`src/hdl/pidwc_pkg.sv`:
```
package pidwc_pkg;

    localparam int DW        = 32;
    localparam int PW        = 2 * DW;
    localparam int SAT_W     = 2 * DW + 2;
    localparam int CFG_IDX_W = 3;

    localparam logic [1:0] MODE_SPEED = 2'd0;
    localparam logic [1:0] MODE_ANGLE = 2'd1;
    localparam logic [1:0] MODE_INCR  = 2'd2;

    typedef enum logic [CFG_IDX_W-1:0] {
        CFG_MODE,
        CFG_WRAP,
        CFG_GAIN_P,
        CFG_GAIN_I,
        CFG_GAIN_D,
        CFG_DRIVE_LIM,
        CFG_INTEGRAL_MAX
    } t_cfg_idx;

    typedef logic signed [DW-1:0]    t_data;
    typedef logic [DW-2:0]           t_mag;
    typedef logic signed [PW-1:0]    t_prod;
    typedef logic signed [SAT_W-1:0] t_sat;

    typedef struct packed {
        logic [1:0] mode;
        logic       wrap_radians;
        t_data      gain_p;
        t_data      gain_i;
        t_data      gain_d;
        t_mag       drive_lim;
        t_mag       integral_max;
    } t_cfg;

    typedef struct packed {
        t_data measured;
        t_data target;
    } t_in_beat;

    typedef struct packed {
        t_data drive;
    } t_out_beat;

    typedef struct packed {
        t_data op_p;
        t_data op_i;
        t_data op_d;
    } t_ops;

    localparam t_sat DMAX_W = t_sat'((longint'(1) << (DW - 1)) - longint'(1));
    localparam t_sat DMIN_W = -DMAX_W - t_sat'(1);

    function automatic t_data sat_dw(input t_sat x);
        t_data r;
        if (x > DMAX_W) begin
            r = DMAX_W[DW-1:0];
        end else if (x < DMIN_W) begin
            r = DMIN_W[DW-1:0];
        end else begin
            r = x[DW-1:0];
        end
        return r;
    endfunction

    function automatic t_data clamp_sym(input t_sat x, input t_mag m);
        t_sat  mx;
        t_sat  nmx;
        t_data r;
        mx  = t_sat'($signed({1'b0, m}));
        nmx = -mx;
        if (x > mx) begin
            r = mx[DW-1:0];
        end else if (x < nmx) begin
            r = nmx[DW-1:0];
        end else begin
            r = x[DW-1:0];
        end
        return r;
    endfunction

endpackage

```
`src/hdl/pidwc_state.sv`:
```
module pidwc_state (
    input  logic             i_clk,
    input  logic             i_rst_n,
    input  logic             i_adv,
    input  pidwc_pkg::t_cfg  i_cfg,
    input  logic             i_valid,
    input  pidwc_pkg::t_data i_err,
    output logic             o_valid,
    output pidwc_pkg::t_ops  o_ops
);
    import pidwc_pkg::*;

    t_data r_sum;
    t_data r_prev;
    t_data r_dprev;
    logic  r_op_v;
    t_ops  r_ops;

    t_data n_sum;
    t_data d1;
    t_data d2;
    t_ops  n_ops;
    logic  incr;
    logic  fire;

    always_comb begin
        incr  = (i_cfg.mode == MODE_INCR);
        fire  = i_adv && i_valid;
        n_sum = clamp_sym(t_sat'(r_sum) + t_sat'(i_err), i_cfg.integral_max);
        d1    = sat_dw(t_sat'(i_err) - t_sat'(r_prev));
        d2    = sat_dw(t_sat'(i_err) - t_sat'(r_prev) - t_sat'(r_dprev));
        if (incr) begin
            n_ops.op_p = d1;
            n_ops.op_i = i_err;
            n_ops.op_d = d2;
        end else begin
            n_ops.op_p = i_err;
            n_ops.op_i = n_sum;
            n_ops.op_d = d1;
        end
    end

    always_ff @(posedge i_clk) begin
        if (!i_rst_n) begin
            r_sum   <= '0;
            r_prev  <= '0;
            r_dprev <= '0;
            r_op_v  <= 1'b0;
        end else begin
            if (i_adv) begin
                r_op_v <= i_valid;
            end
            if (fire) begin
                r_prev <= i_err;
                if (incr) begin
                    r_dprev <= d1;
                end else begin
                    r_sum <= n_sum;
                end
            end
        end
    end

    always_ff @(posedge i_clk) begin
        if (i_adv) begin
            r_ops <= n_ops;
        end
    end

    assign o_valid = r_op_v;
    assign o_ops   = r_ops;

    logic signed [DW-1:0] imax_s;
    assign imax_s = $signed({1'b0, i_cfg.integral_max});

    a_incr_keeps_sum: assert property (@(posedge i_clk) disable iff (!i_rst_n)
        (fire && incr) |=> $stable(r_sum))
        else $error("error sum moved in incremental mode");

    a_pos_keeps_dprev: assert property (@(posedge i_clk) disable iff (!i_rst_n)
        (fire && !incr) |=> $stable(r_dprev))
        else $error("delta history moved in positional mode");

    a_sum_bounded: assert property (@(posedge i_clk) disable iff (!i_rst_n)
        (fire && !incr) |=> ((r_sum <= $past(imax_s)) && (r_sum >= -$past(imax_s))))
        else $error("error sum outside integral limit");

endmodule

```
`config.mk`:
```
export PLATFORM = sky130hd
export DESIGN_NAME = pidwc_state
export DESIGN_NICKNAME = d
export VERILOG_FILES = /design/src/hdl/pidwc_pkg.sv /design/src/hdl/pidwc_state.sv
export SDC_FILE = /design/constraint.sdc
export NUM_CORES = 1
export LEC_CHECK = 0
export BUFFER_PORTS_ARGS = -buffer_cell sky130_fd_sc_hd__buf_2
export CORE_MARGIN = 3
export CORE_UTILIZATION = 60
export DETAILED_ROUTE_END_ITERATION = 12
export PLACE_DENSITY = 0.85
export SLEW_MARGIN = 25
export SYNTH_ARGS = -nofsm -noshare
export SYNTH_HDL_FRONTEND = slang
export SYNTH_SLANG_ARGS = --single-unit
```
`constraint.sdc`:
```
create_clock -name i_clk -period 16.02 [get_ports i_clk]
set_input_delay 1.602 -clock i_clk [delete_from_list [all_inputs] [get_ports i_clk]]
set_output_delay 1.602 -clock i_clk [all_outputs]
set_load 0.05 [all_outputs]
```
==> results_dict.tcl, run 1 <==
set metrics [dict create \
    die_w_um 173.9 \
    area_growth_pct 9.703 \
    finalSetupViolCount 0 \
    pin_count 294 \
    synth_top_area_share_pct 17.04 \
    dieArea_sq_um 30250 \
    powerDensity_nw_per_um2 113.5 \
    cts_setup_buffers 0 \
    worstSetupPathType "in -> reg" \
    tritoncts "done" \
    cts.sinks 193 \
    nets 2617 \
    wl_per_cell_um 18.78 \
    arrival_ns 7.79 \
    synth_cells 2130 \
    n_fill_cell 2377 \
    cts_buffers 17 \
    period_needed_ns 7.652 \
    syn_avg_cell_area_sq_um 7.942 \
    mappedNetlistNets 2521 \
    grt_pass1_vias 15690 \
    drv_cap 0 \
    status "finished clean" \
    grtUsageTotal_pct 31.27 \
    r2r-end "o_ops[21]" \
    rows 60 \
    cts_max_level 4 \
    grt_pass1_wl_um 78240 \
    syn_area_sq_um 16920 \
    ys_async_sr_fraction_pct 0 \
    drtIter0Drc 1684 \
    portBuffers 165 \
    synth_edf_count 96 \
    synth_flop_cell "dfxtp_1" \
    drc 0 \
    most-common-layout-cells "273 x nand2_1, 206 x a21oi_1, 191 x ha_1" \
    cts-resized-gates 0 \
    max_slew.worst_pin.slew_ns 0.9818 \
    ys_warn_count 0 \
    r2r_start "r_prev[0]" \
    cts_buffer_depth 2 \
    final_common_cell "nand2_1" \
    fin_tns_setup_ns 0 \
    vias 16550 \
    crit_path_end_kind "flop" \
    synth.area.top_cells "edfxtp_1 17%, ha_1 14%, dfxtp_1 11%" \
    coreArea_sq_um 27330 \
    cp_max_fo 20 \
    synth.distinct_cells 85 \
    p_leak_nw 7.975 \
    reg2reg_depth 22 \
    grt_start_max_net_pins 68 \
    hold_violations 0 \
    drt-pass1-iter-count 8 \
    path_clk_slew_ns 0.07 \
    rsz0062_at_grt "no" \
    critPathRequiredTime_ns 16.16 \
    ir_drop_uv 71.20 \
    ant_nets 0 \
    clock_latency_ns 0.45 \
    skew_ns 0.01454 \
    yosysTopAreaCell "edfxtp_1" \
    cts_root_buffer "clkbuf_16" \
    relSlewSlack_pct 33.98 \
    place.gp.congestion 0.9598 \
    total_power_w 0.002106 \
    grt-ovfl-total 0 \
    critPathLaunchType "primary input" \
    rrSetupSlack_ns 9.39 \
    hp-class "reg -> reg" \
    startpoint "i_err[0]" \
    ctsHoldBuffers 0 \
    final_max_slew_viol_count 0 \
    fin_crit_sh_pct 47.77 \
    antenna_found_initial 1 \
    ys_seq_area_share_pct 28.52 \
    fp.dieH_um 173.9 \
    critical_path.endpoint "o_ops[21]" \
    dp_hpwl_um 37100 \
    start_util_pct 61.91 \
    clock.fmax_mhz 130.7 \
    ys_ff_latch 193 \
    finalWirelength_um 49060 \
    avgViaCountPerCell 6.338 \
    drive_gt1_share_pct 11.88 \
]
==> registers in the layout, summed over array words and instances (netlist names) <==
register / flops
r_dprev: 32
o_valid: 1
r_sum: 32
o_ops: 96
r_prev: 32
==> stage by stage <==
step,utilization (%),setup WS (ns),hold slack (ns),area [sq um],cells
floorplan,-,8.596,0.4363,16920,2130
global placement,65.67,8.108,0.4422,17940,2578
detailed placement,65.67,8.038,0.4463,17950,2578
CTS,67.77,8.481,0.4558,18520,2610
global route,67.92,8.116,0.4676,18560,2612
finish,67.92,8.368,0.4544,18560,2612
==> power by group <==
group | switching (W) | leakage (nW) | internal [W]
registers | 0.0000182 | 1.72 | 0.000592
clock network | 0.000211 | 0.277 | 0.000220
logic | 0.000712 | 5.98 | 0.000353
total | 0.000941 | 7.98 | 0.00117
==> logic make-up (layout without fill, tap and decap cells) <==
logic type	count (synthesis)	count (layout)	synth area share [%]
compound gates	660	660	24.50
mux	10	10	0.6582
flops	193	193	28.52
fa+ha+maj	213	213	15.61
buf+inv	254	363	5.857
other cells	0	1	0
simple gates	701	701	19.74
xor+xnor	99	99	5.125
==> layout make-up <==
cell class / count / area (sq um) / share of cell area (%)
multi-input cells: 1683 / 11160 / 60.12
flip-flops and latches: 193 / 4825 / 26.00
diodes: 1 / 2.502 / 0.01348
well taps: 372 / 465.4 / 2.508
clock inverters: 14 / 145.1 / 0.7820
inverters: 149 / 559.3 / 3.014
repair buffers: 182 / 975.9 / 5.259
clock buffers: 18 / 429.2 / 2.312
==> per-layer routing <==
layer	wire length, um	global-route usage, %	vias up
met5	0	0	-
met4	1737	11.09	0
met3	4186	4.041	132
met2	22900	53.46	833
met1	20240	40.72	7669
li1	-	-	7920
==> cells in the mapped netlist, types with 44 or more instances <==
master,number
inv_1,148
nand2_1,273
dfxtp_1,97
a21o_1,55
clkbuf_1,89
nor3_1,44
ha_1,191
nor2_1,137
edfxtp_1,96
nand3_1,72
and3_1,47
a21oi_1,207
xnor2_1,65
o21ai_0,125
==> worst max-delay path, cell delays in order <==
cell and delay [ns]:
buf_2 0.15, inv_1 0.07, ha_1 0.15, inv_1 0.05, fa_1 0.42, a211oi_1 0.35, o21ai_1 0.14, a221oi_1 0.49
o31ai_1 0.33, o211a_1 0.32, a311o_1 0.40, xor2_1 0.21, ha_1 0.37, nand2_1 0.15, nor3_1 0.09, a221oi_1 0.41
o21ai_1 0.10, a31oi_1 0.34, o211ai_1 0.16, xnor2_1 0.28, nand2_1 0.19, a21oi_2 0.49, buf_4 0.37, a22oi_1 0.15
==> worst min path at each step <==
| stage | from | endpoint | cells past startpoint |
|---|---|---|---|
| after floorplan | r_prev[10] | r_prev[10] | 2 |
| after global placement | r_prev[26] | r_prev[26] | 2 |
| after detailed placement | r_prev[28] | r_prev[28] | 2 |
| after CTS | r_prev[28] | r_prev[28] | 2 |
| after global routing | r_prev[26] | r_prev[26] | 2 |
| final | r_prev[27] | r_prev[27] | 2 |
Power figures use the tool's default switching activity.
==> run 2, diff against run 1 <==
--- a/config.mk
+++ b/config.mk
@@ -7,9 +7,9 @@
 export LEC_CHECK = 0
 export BUFFER_PORTS_ARGS = -buffer_cell sky130_fd_sc_hd__buf_2
 export CORE_MARGIN = 3
-export CORE_UTILIZATION = 60
+export CORE_UTILIZATION = 58
 export DETAILED_ROUTE_END_ITERATION = 12
-export PLACE_DENSITY = 0.85
+export PLACE_DENSITY = 0.82
 export SLEW_MARGIN = 25
 export SYNTH_ARGS = -nofsm -noshare
 export SYNTH_HDL_FRONTEND = slang
==> constraint.sdc (replaced) <==
create_clock -name i_clk -period 7.8 [get_ports i_clk]
set_input_delay 0.78 -clock i_clk [delete_from_list [all_inputs] [get_ports i_clk]]
set_output_delay 0.78 -clock i_clk [all_outputs]
set_load 0.05 [all_outputs]
==> run 2 against run 1 <==
  * Combinational power increased by 110%
  * Sequential share of layout area fell by 0.12 points
  * Wire length rose by 0.50%
  * Critical path depth is the same
  * Register-to-register slack worse by 8.0 ns
  * First-iteration DRC count increased by 8.6%
  * Clock power up 110%
==> results_dict.tcl, run 2 (synthesis results as in run 1) <==
set metrics [dict create \
    status "finished clean" \
    hp-class "reg -> reg" \
    relSlewSlack_pct 31.02 \
    period_needed_ns 6.662 \
    critPathRequiredTime_ns 7.93 \
    critPathLaunchType "primary input" \
    p_leak_nw 8.021 \
    crit_path_end_kind "flop" \
    vias 16640 \
    fp.dieH_um 176.8 \
    finalSetupViolCount 0 \
    path_clk_slew_ns 0.07 \
    pin_count 294 \
    nets 2623 \
    area_growth_pct 10.20 \
    dieArea_sq_um 31250 \
    holdPathStages 2 \
    dp_hpwl_um 36990 \
    grt_pass1_wl_um 78420 \
    grtUsageTotal_pct 30.76 \
    powerDensity_nw_per_um2 233.0 \
    clock.fmax_mhz 150.1 \
    cts_root_buffer "clkbuf_16" \
    worstSetupPathType "in -> reg" \
    largest_reg_flops 96 \
    hold_violations 0 \
    cts_buffer_depth 2 \
    ir_drop_uv 143.7 \
    avgViaCountPerCell 6.337 \
    final_common_cell "nand2_1" \
    rsz0062_at_grt "no" \
    fin_crit_sh_pct 85.41 \
    cts_max_level 4 \
    start_util_pct 59.91 \
    wl_per_cell_um 18.77 \
    final_max_slew_viol_count 0 \
    reg2reg_depth 22 \
    cts-resized-gates 0 \
    ctsHoldBuffers 0 \
    place.gp.congestion 0.9951 \
    grt_pass1_vias 15600 \
    clock_latency_ns 0.45 \
    drv_cap 0 \
    skew_ns 0.01784 \
    drive_gt1_share_pct 12.20 \
    r2r_start "r_prev[0]" \
    drt-pass1-iter-count 6 \
    portBuffers 165 \
    coreArea_sq_um 28240 \
    max_slew.worst_pin.slew_ns 1.032 \
    cts_buffers 17 \
    fin_tns_setup_ns 0 \
    r2r-end "o_ops[2]" \
    finalWirelength_um 49300 \
    place_area_sq_um 18010 \
    min_to "r_prev[21]" \
    ant_nets 0 \
    cts_setup_buffers 0 \
    cts.sinks 193 \
    rrSetupSlack_ns 1.38 \
    tritoncts "done" \
    drtIter0Drc 1829 \
    cp_max_fo 30 \
    rows 61 \
    antenna_found_initial 3 \
    die_w_um 176.8 \
    min_from "r_prev[21]" \
    final_area_sq_um 18640 \
    most-common-layout-cells "273 x nand2_1, 206 x a21oi_1, 191 x ha_1" \
    grt_start_max_net_pins 70 \
    arrival_ns 6.79 \
    drc 0 \
    grt-ovfl-total 0 \
]
## run 2: changes by cell type in the layout (fill, tap and decap cells not counted), moves of 2 or more
| cell | delta |
|---|---|
| buf_4 | +7 |
| clkinv_8 | +2 |
| diode_2 | +2 |
| inv_8 | +5 |
| inv_6 | -5 |
## run 2: power by group
| group | total (W) | internal, W | leakage, nW | switching, W |
|---|---|---|---|---|
| Combinational | 0.00218 | 0.000720 | 6.00 | 0.00146 |
| Sequential | 0.00126 | 0.00122 | 1.72 | 0.0000419 |
| Clock | 0.000907 | 0.000465 | 0.299 | 0.000443 |
## run 2: worst max-delay path by stage
stage                   from         to  slack [ns]  depth (start not counted)
finish              i_err[0]   o_ops[2]        1.14                         24
global route        i_err[0]  o_ops[39]        0.77                         22
CTS                 i_err[5]  o_ops[37]        1.26                         20
detailed placement  i_err[0]  o_ops[37]        0.81                         22
global placement    i_err[5]  o_ops[37]        0.63                         20
floorplan           i_err[5]  o_ops[50]        1.20                         19
## run 2: worst max-delay path, cell delays in order
cell and delay (ns):
buf_2 0.16, inv_1 0.08, ha_1 0.18, inv_1 0.06
fa_1 0.43, a211oi_1 0.35, o21ai_1 0.13, a221oi_1 0.48
o31ai_1 0.33, o211a_1 0.33, a311o_1 0.40, xor2_1 0.23
ha_1 0.37, nand2_1 0.16, nor3_1 0.09, a221oi_1 0.42
o21ai_1 0.11, a31oi_1 0.34, o211ai_1 0.16, xnor2_1 0.30
nand2_1 0.18, a21oi_2 0.19, buf_4 0.36, a22oi_1 0.17
## run 2: final cells by class
| class | count | area, sq um |
|---|---|---|
| multi-input cells | 1683 | 11160 |
| diodes | 3 | 7.507 |
| repair buffers | 188 | 1001 |
| fillers | 2357 | 9597 |
| inverters | 149 | 559.3 |
| clock inverters | 15 | 187.7 |
| well taps | 378 | 473.0 |
| clock buffers | 17 | 425.4 |
| flip-flops and latches | 193 | 4825 |
## run 2: routing by layer
layer	vias up	wire, um	track usage, %
met1	7770	20400	40.57
met3	117	4028	3.475
met2	811	23230	51.90
met5	-	0	0
li1	7943	-	-
met4	0	1644	11.88
## run 2: per-stage QoR
step	power, W	cells	setup WS, ns	hold slack [ns]	utilization (%)
2_1_floorplan	0.002872	2130	1.198	0.4363	-
3_3_place_gp	0.003343	2591	0.6319	0.4419	63.76
3_5_place_dp	0.003401	2591	0.8072	0.4469	63.78
4_1_cts	0.004305	2623	1.264	0.4565	65.95
5_1_grt	0.004601	2626	0.7726	0.4699	66.02
6_report	0.004344	2626	1.138	0.4550	66.02
