[config.mk]
export PLATFORM = sky130hd
export DESIGN_NAME = pidwc_unwrap
export DESIGN_NICKNAME = d
export VERILOG_FILES = /design/src/hdl/pidwc_pkg.sv /design/src/hdl/pidwc_unwrap.sv
export SDC_FILE = /design/constraint.sdc
export NUM_CORES = 1
export LEC_CHECK = 0
export BUFFER_PORTS_ARGS = -buffer_cell sky130_fd_sc_hd__buf_2
export CORE_MARGIN = 1
export CORE_UTILIZATION = 64
export DETAILED_ROUTE_END_ITERATION = 10
export GPL_TIMING_DRIVEN = 0
export PLACE_DENSITY = 0.89
export SKIP_LAST_GASP = 1
export SLEW_MARGIN = 20
export SYNTH_ARGS = -nofsm -noshare
export SYNTH_HDL_FRONTEND = slang
export SYNTH_SLANG_ARGS = --single-unit
export TNS_END_PERCENT = 1
[constraint.sdc]
create_clock -name i_clk -period 34.6 [get_ports i_clk]
set_input_delay 3.46 -clock i_clk [delete_from_list [all_inputs] [get_ports i_clk]]
set_output_delay 3.46 -clock i_clk [all_outputs]
set_load 0.01 [all_outputs]
[src/hdl/pidwc_pkg.sv]
package pidwc_pkg;

    localparam int DW        = 32;
    localparam int PW        = 2 * DW;
    localparam int SAT_W     = 2 * DW + 2;
    localparam int CFG_IDX_W = 3;

    localparam logic [1:0] MODE_SPEED = 2'd0;
    localparam logic [1:0] MODE_ANGLE = 2'd1;
    localparam logic [1:0] MODE_INCR  = 2'd2;

    typedef enum logic [CFG_IDX_W-1:0] {
        CFG_MODE,
        CFG_WRAP,
        CFG_GAIN_P,
        CFG_GAIN_I,
        CFG_GAIN_D,
        CFG_DRIVE_LIM,
        CFG_INTEGRAL_MAX
    } t_cfg_idx;

    typedef logic signed [DW-1:0]    t_data;
    typedef logic [DW-2:0]           t_mag;
    typedef logic signed [PW-1:0]    t_prod;
    typedef logic signed [SAT_W-1:0] t_sat;

    typedef struct packed {
        logic [1:0] mode;
        logic       wrap_radians;
        t_data      gain_p;
        t_data      gain_i;
        t_data      gain_d;
        t_mag       drive_lim;
        t_mag       integral_max;
    } t_cfg;

    typedef struct packed {
        t_data measured;
        t_data target;
    } t_in_beat;

    typedef struct packed {
        t_data drive;
    } t_out_beat;

    typedef struct packed {
        t_data op_p;
        t_data op_i;
        t_data op_d;
    } t_ops;

    localparam t_sat DMAX_W = t_sat'((longint'(1) << (DW - 1)) - longint'(1));
    localparam t_sat DMIN_W = -DMAX_W - t_sat'(1);

    function automatic t_data sat_dw(input t_sat x);
        t_data r;
        if (x > DMAX_W) begin
            r = DMAX_W[DW-1:0];
        end else if (x < DMIN_W) begin
            r = DMIN_W[DW-1:0];
        end else begin
            r = x[DW-1:0];
        end
        return r;
    endfunction

    function automatic t_data clamp_sym(input t_sat x, input t_mag m);
        t_sat  mx;
        t_sat  nmx;
        t_data r;
        mx  = t_sat'($signed({1'b0, m}));
        nmx = -mx;
        if (x > mx) begin
            r = mx[DW-1:0];
        end else if (x < nmx) begin
            r = nmx[DW-1:0];
        end else begin
            r = x[DW-1:0];
        end
        return r;
    endfunction

endpackage

[src/hdl/pidwc_unwrap.sv]
module pidwc_unwrap #(
    parameter int FRAC_BITS    = 16,
    parameter int ENCODER_SPAN = 8192
) (
    input  logic                i_clk,
    input  logic                i_rst_n,
    input  logic                i_adv,
    input  pidwc_pkg::t_cfg     i_cfg,
    input  logic                i_valid,
    input  pidwc_pkg::t_in_beat i_beat,
    output logic                o_valid,
    output pidwc_pkg::t_data    o_err
);
    import pidwc_pkg::*;

    localparam int SPAN_BITS = $clog2(ENCODER_SPAN + 1) + FRAC_BITS + 1;
    localparam int WW        = ((SPAN_BITS > DW) ? SPAN_BITS : DW) + 4;

    localparam longint HALF_L  = longint'(ENCODER_SPAN / 2) << FRAC_BITS;
    localparam longint FULL_L  = longint'(ENCODER_SPAN) << FRAC_BITS;
    localparam longint PI_Q24  = 64'sd52707179;
    localparam longint TPI_Q24 = 64'sd105414358;
    localparam int     PI_SH   = 24 - FRAC_BITS;
    localparam longint PI_L    = (PI_SH > 0) ?
        ((PI_Q24 + (longint'(1) << (PI_SH - 1))) >>> PI_SH) : PI_Q24;
    localparam longint TPI_L   = (PI_SH > 0) ?
        ((TPI_Q24 + (longint'(1) << (PI_SH - 1))) >>> PI_SH) : TPI_Q24;

    typedef logic signed [WW-1:0] t_wide;

    localparam t_wide HALF = t_wide'(HALF_L);
    localparam t_wide FULL = t_wide'(FULL_L);
    localparam t_wide PI   = t_wide'(PI_L);
    localparam t_wide TPI  = t_wide'(TPI_L);

    logic  r_u_v;
    t_wide r_meas;
    t_data r_targ;
    logic  r_e_v;
    t_data r_err;

    t_wide m0;
    t_wide t0;
    t_wide m1;
    t_wide m2;
    t_wide n_meas;
    t_wide t1;
    t_wide m3;
    t_wide m4;
    t_wide diff;
    t_data n_err;
    logic  wrap_on;

    // encoder span unwrap; incremental mode bypasses
    always_comb begin
        m0 = t_wide'(i_beat.measured);
        t0 = t_wide'(i_beat.target);
        m1 = ((t0 - m0) > HALF) ? (m0 + FULL) : m0;
        m2 = ((m1 - t0) > HALF) ? (m1 - FULL) : m1;
        n_meas = (i_cfg.mode == MODE_INCR) ? m0 : m2;
    end

    // radian unwrap and error
    always_comb begin
        wrap_on = i_cfg.wrap_radians && (i_cfg.mode != MODE_INCR);
        t1 = t_wide'(r_targ);
        m3 = (wrap_on && ((t1 - r_meas) > PI)) ? (r_meas + TPI) : r_meas;
        m4 = (wrap_on && ((m3 - t1) > PI)) ? (m3 - TPI) : m3;
        diff = (i_cfg.mode == MODE_SPEED) ? ((t1 <<< 1) - m4) : (t1 - m4);
        n_err = sat_dw(t_sat'(diff));
    end

    always_ff @(posedge i_clk) begin
        if (!i_rst_n) begin
            r_u_v <= 1'b0;
            r_e_v <= 1'b0;
        end else if (i_adv) begin
            r_u_v <= i_valid;
            r_e_v <= r_u_v;
        end
    end

    always_ff @(posedge i_clk) begin
        if (i_adv) begin
            r_meas <= n_meas;
            r_targ <= i_beat.target;
            r_err  <= n_err;
        end
    end

    assign o_valid = r_e_v;
    assign o_err   = r_err;

endmodule

==> results of run 1 <==
## layout by cell type (no fill, tap or decap), types with 14 or more instances in the layout
cell	netlist	layout
a211oi_1	21	21
a21o_1	39	39
a21oi_1	156	156
a31oi_1	55	55
and2_1	14	14
and3_1	26	26
buf_2	13	115
clkbuf_1	46	47
edfxtp_1	100	100
ha_1	176	176
inv_1	203	203
mux2i_1	19	19
nand2_1	178	178
nand2b_1	22	22
nand3_1	49	49
nand4_1	32	32
nor2_1	118	118
nor2b_1	23	23
nor3_1	56	56
o2111ai_1	14	14
o211ai_1	29	29
o21a_1	28	28
o21ai_0	132	132
o21bai_1	16	16
o31ai_1	16	16
or2_2	17	17
or3_1	23	23
xnor2_1	110	110
xor2_1	57	57
## logic make-up after synthesis
logic type	after synthesis
AOI/OAI and AO/OA	644
and+or+nand+nor	637
buffers and inverters	274
adders and majority gates	180
xor gates and xnor gates	170
DFF	102
muxes	25
## where the power goes
part           switching (uW)  total [uW]  internal (uW)
combinational             289         478            189
clock                    52.7         104           51.1
sequential               12.7         179            166
total                     354         761            406
## how the worst min path moves through the flow
| stage | startpoint | to | depth (start not counted) |
|---|---|---|---|
| floorplan | r_u_v$_SDFFE_PN0P_ | r_u_v$_SDFFE_PN0P_ | 2 |
| global placement | o_valid$_SDFFE_PN0P_ | o_valid$_SDFFE_PN0P_ | 2 |
| detailed placement | r_u_v$_SDFFE_PN0P_ | r_u_v$_SDFFE_PN0P_ | 2 |
| CTS | r_u_v$_SDFFE_PN0P_ | r_u_v$_SDFFE_PN0P_ | 2 |
| global route | r_u_v$_SDFFE_PN0P_ | r_u_v$_SDFFE_PN0P_ | 2 |
| finish | r_u_v$_SDFFE_PN0P_ | r_u_v$_SDFFE_PN0P_ | 2 |
## tightest hold or removal path: cells and delay by family, from the launching register on
kind,cells,cell delay (ps)
flops,1,320
mux,1,120
simple gates,1,60
## routing by layer
layer  global-route usage (%)  part of all wire, %  routed length (um)  vias to the layer above
met1                    46.07                   42               19150                     7332
met2                    59.47                   46               21190                      765
met4                    17.26                  4.6                2099                        0
li1                         -                    -                   -                     7685
met3                    4.011                  7.8                3589                      130
met5                        0                    0                   0                        -
## final cells by class
| class | instances | area share [%] |
|---|---|---|
| tap | 324 | 2.368 |
| sequential | 102 | 17.77 |
| timing repair buffer | 104 | 3.186 |
| inverter | 203 | 4.451 |
| clock inverter | 6 | 0.3654 |
| clock buffer | 10 | 1.337 |
| multi-input combinational | 1656 | 68.39 |
| buffer | 71 | 2.127 |
## sequential cells by signal, summed over array words and instances (netlist names)
register	count
r_meas	36
o_err	32
r_targ	32
o_valid	1
r_u_v	1
## through the flow
step | util [%] | cells
floorplan | - | 2032
global placement | 69.07 | 2459
detailed placement | 69.20 | 2460
CTS | 70.40 | 2476
global route | 70.40 | 2476
finish | 70.40 | 2476
==> flow_metrics.tcl, run 1 <==
set metrics [dict create \
    fin_crit_sh_pct 44.53 \
    synth_compound_area_share_pct 27.47 \
    syn_area_um2 15880 \
    num_vias 15912 \
    ant_nets 0 \
    n_antenna_cell 0 \
    synth_fp_nets 2441 \
    grt_pass1_vias 14678 \
    cts_buffers 9 \
    synthTopCellsByCount "203 x inv_1, 178 x nand2_1, 176 x ha_1, 156 x a21oi_1, 132 x o21ai_0" \
    worstMarginPinSlew_ps 822.7 \
    layout.nets 2556 \
    grt_max_degree 70 \
    rr_startpoint "r_meas[11]$_DFFE_PP_" \
    final_area_um2 17120 \
    clkTransAtPathRegs_ps 80 \
    synth_most_common_cell "inv_1" \
    gp_congestion 1.030 \
    cp_data_required_time_ps 34710 \
    antenna_found_initial 0 \
    ys_seq_area_share_pct 19.16 \
    multiInputGateArea_um2 11710 \
    initial_core_util_pct 65.29 \
    nFillCells 2032 \
    dp_hpwl_um 38210 \
    cts-root-buf "clkbuf_16" \
    finalSetupTns_ps 0 \
    ys_types 111 \
    finalHoldViolations 0 \
    muxShareOfSynthArea_pct 1.647 \
    grtUsageTotal_pct 35.72 \
    wl_per_cell_um 18.59 \
    cp-endpoint "o_err[27]$_SDFFCE_PN1P_" \
    synth_ff_type "edfxtp_1" \
    yosysTopAreaCell "edfxtp_1" \
    timing.rr.end "o_err[27]$_SDFFCE_PN1P_" \
    r2r_setup_slack_ps 20170 \
    ff_latch_area_um2 3043 \
    drive_gt1_share_pct 10.73 \
    synth_area_leaders "edfxtp_1 19%, ha_1 14%, xnor2_1 6.1%" \
    clock_path_buffers 2 \
    start_kind "primary input" \
    crit_buf_inv 6 \
    core-area_um2 24320 \
    synthAdderAreaFrac_pct 14.37 \
    cpPeakStageDelay_ps 720 \
    synth_edf_count 100 \
    rsz0062_at_grt "no" \
    cts_sinks 102 \
    first_iter_violations 1268 \
    maxSlewHeadroom_pct 43.74 \
    cp.depth 41 \
    die_h_um 159.5 \
    critPathArrivalTime_ps 15520 \
    synthArstFlopShare_pct 0 \
    period_needed_ps 15410 \
    synth_top_family_by_area "compound AO/OA/AOI/OAI gates" \
    setup_slack_ps 19190 \
    rows 57 \
    whs_ps 535.2 \
    syn_avg_cell_area_um2 7.814 \
    powerDensity_nw_per_um2 44.43 \
    synth-seq-cells 102 \
    yosys.area_share.simple_pct 20.73 \
    htreeDepth 3 \
    yosysTopAreaCellShare_pct 18.91 \
    firstDrtPassIters 8 \
    cts_resized 0 \
    synth_xor_xnor_area_share_pct 9.519 \
    route.detailed.drc 0 \
    slew_viol_final 0 \
    synthToLayoutAreaGrowth_pct 7.825 \
    viasPerCell 6.426 \
    place.port_buffers 103 \
    cp_slowest_cell "a2111oi_0" \
    wirelength_um 46040 \
    worst_hold_path_type "reg2reg" \
    die_x_um 159.5 \
    overflow 0 \
    max_freq_ghz 0.06490 \
    setup_viol 0 \
    ctsHoldBuffers 0 \
    rr_worst_depth 47 \
    postCtsSetupBuffers 0 \
    criticalPathCategory "in2reg" \
    worstSetupEndpointType "flop" \
    cts_tree "done" \
    max_cap_violations 0 \
    cp_top_family "compound AO/OA/AOI/OAI gates" \
    yosys_warnings 0 \
    cp_max_fo 10 \
    io-pin-count 262 \
    p_leak_uw 0.007367 \
    dieArea_um2 25440 \
    placed_cell_area_um2 16830 \
    grt_pass1_wl_um 72970 \
    ir_worst_vdd_uv 35.69 \
    status "complete, no violations" \
    syn_inst 2032 \
    crit_start "i_cfg[160]" \
    clkLatencyLatePin_ps 370 \
    final.setup_skew_ps 10.31 \
    finalPower_uw 760.6 \
    pre_cts_ws_ps 19040 \
]
No activity file was read; power rests on OpenSTA's default activity.
==> inputs of run 2 (changes only) <==
- CORE_UTILIZATION: 64 -> 54
- PLACE_DENSITY: 0.89 -> 0.8
- clock period: 34.6 -> 12.7 ns (I/O delays scaled with it)
==> run 2 against run 1 <==
Net effect: design area up 2.3%; wire length rose by 2.7%; highest routed layer unchanged; clock skew grew 13 ps; sequential power grew to 2.7 times the previous value; die area is 18% higher.
==> flow_metrics.tcl, run 2 (same netlist as run 1, synthesis figures left out) <==
set metrics [dict create \
    start_kind "flop" \
    pre_cts_ws_ps -1472 \
    swShare_pct 46.44 \
    ctsHoldBuffers 0 \
    criticalPathCategory "reg2reg" \
    finalSetupTns_ps 0 \
    multiInputGateArea_um2 11920 \
    grtUsageMet1_pct 40.33 \
    slew_viol_final 0 \
    htreeDepth 3 \
    viasPerCell 6.154 \
    ant_nets 0 \
    fin_crit_sh_pct 95.05 \
    cts_sinks 102 \
    n_antenna_cell 0 \
    status "complete, no violations" \
    p_int_uw 1123 \
    crit_start "r_targ[0]$_DFFE_PP_" \
    rr_startpoint "r_targ[0]$_DFFE_PP_" \
    dieArea_um2 30090 \
    placedCellCount 2520 \
    initial_core_util_pct 55.17 \
    critPathMostFrequentCell "a21oi_1" \
    fin_cells 2548 \
    rows 62 \
    cts-root-buf "clkbuf_16" \
    die_x_um 173.5 \
    cpPeakStageDelay_ps 560 \
    met3_usage_pct 2.325 \
    finalHoldViolations 0 \
    ir_worst_vdd_uv 71.29 \
    use_met2_pct 52.61 \
    hold_start "r_u_v$_SDFFE_PN0P_" \
    largest_register "r_meas" \
    gp_congestion 0.9891 \
    fin_util_pct 60.85 \
    nFillCells 2618 \
    maxSlewHeadroom_pct 46.66 \
    largest_reg_flops 36 \
    wirelength_um 47290 \
    layout.nets 2568 \
    clkTransAtPathRegs_ps 90 \
    worstMarginPinSlew_ps 779.9 \
    setup_viol 0 \
    antenna_found_initial 0 \
    final.setup_skew_ps 22.90 \
    finalPower_uw 2097 \
    setup_slack_ps 628.8 \
    cts_tree "done" \
    die_h_um 173.5 \
    dp_hpwl_um 39110 \
    grt_max_degree 68 \
    r2r_setup_slack_ps 630 \
    overflow 0 \
    grtUsageTotal_pct 30.84 \
    seqPwrFrac_pct 23.2 \
    cp_max_fo 10 \
    cts_buffers 9 \
    drive_gt1_share_pct 12.75 \
    first_iter_violations 1288 \
    worstSetupEndpointType "flop" \
    layout_commonest_cell "inv_1" \
    num_vias 15681 \
    max_freq_ghz 0.08284 \
    powerDensity_nw_per_um2 119.7 \
    period_needed_ps 12070 \
    cp_data_required_time_ps 12800 \
    core-area_um2 28780 \
    clkLatencyLatePin_ps 380 \
    wl_per_cell_um 18.56 \
    firstDrtPassIters 5 \
    io-pin-count 262 \
    worst_hold_path_type "reg2reg" \
    cp_slowest_cell "or4b_4" \
    route.detailed.drc 0 \
    place.port_buffers 103 \
    clock_path_buffers 2 \
    pwr-share-clk_pct 12.9 \
    top_usage_layer "met2" \
    grt_pass1_wl_um 74160 \
    power.switching_uw 973.6 \
    critPathArrivalTime_ps 12170 \
    comb_power_share_pct 63.9 \
    grt_pass1_vias 14566 \
    p_leak_uw 0.007487 \
    max_cap_violations 0 \
    synthToLayoutAreaGrowth_pct 10.29 \
    final_cell_mix "203 x inv_1, 178 x nand2_1, 176 x ha_1, 150 x a21oi_1, 132 x o21ai_0" \
    ff_latch_area_um2 3043 \
]
## run 2: what timing repair did
item                                   CTS  global route
gates resized for setup                 13            31
setup endpoints to repair               32            32
endpoints found under the hold margin    0             0
buffers inserted                         3            15
pin swaps                                2             7
## run 2: layout make-up
cell class | instances | share of cell area (%)
multi-input cells | 1656 | 68.06
plain buffers | 65 | 2.001
clock buffers | 10 | 1.308
repair buffers | 122 | 3.887
clock inverters | 6 | 0.2715
well taps | 384 | 2.744
inverters | 203 | 4.351
flip-flops and latches | 102 | 17.38
## run 2: metal layers
layer	part of all wire (%)	vias to the layer above
met5	0	-
met2	46	576
li1	-	7702
met4	3.9	0
met1	44	7301
met3	6.0	102
## run 2: power by group through the flow
stage	logic [uW]	clock network, uW	registers, uW
2_1_floorplan	946	0	504
3_3_place_gp	1250	0	492
3_5_place_dp	1270	0	492
4_1_cts	1290	273	485
5_1_grt	1460	283	491
6_report	1340	271	486
## run 2: final timing paths
kind,to,cells past startpoint
setup / recovery,o_err[9]$_SDFFCE_PN1P_,50
hold / removal,o_valid$_SDFFE_PN0P_,2
setup reg to reg,o_err[9]$_SDFFCE_PN1P_,50
hold reg to reg,o_valid$_SDFFE_PN0P_,2
## run 2: worst max-delay path, delay by kind of cell (launching register included)
| family | cells | cell delay [ps] |
|---|---|---|
| compound gates | 23 | 5170 |
| mux | 1 | 340 |
| buf+inv | 8 | 1240 |
| simple gates | 12 | 3190 |
| fa+ha+maj | 4 | 1030 |
| xor+xnor | 2 | 420 |
| flops | 1 | 390 |
## run 2: metrics by stage
stage / area, um^2 / hold WS, ps
floorplan: 15880 / 482.4
global placement: 16870 / 495.1
detailed placement: 16900 / 511.3
CTS: 17250 / 525.3
global route: 17510 / 558.9
finish: 17510 / 523.8
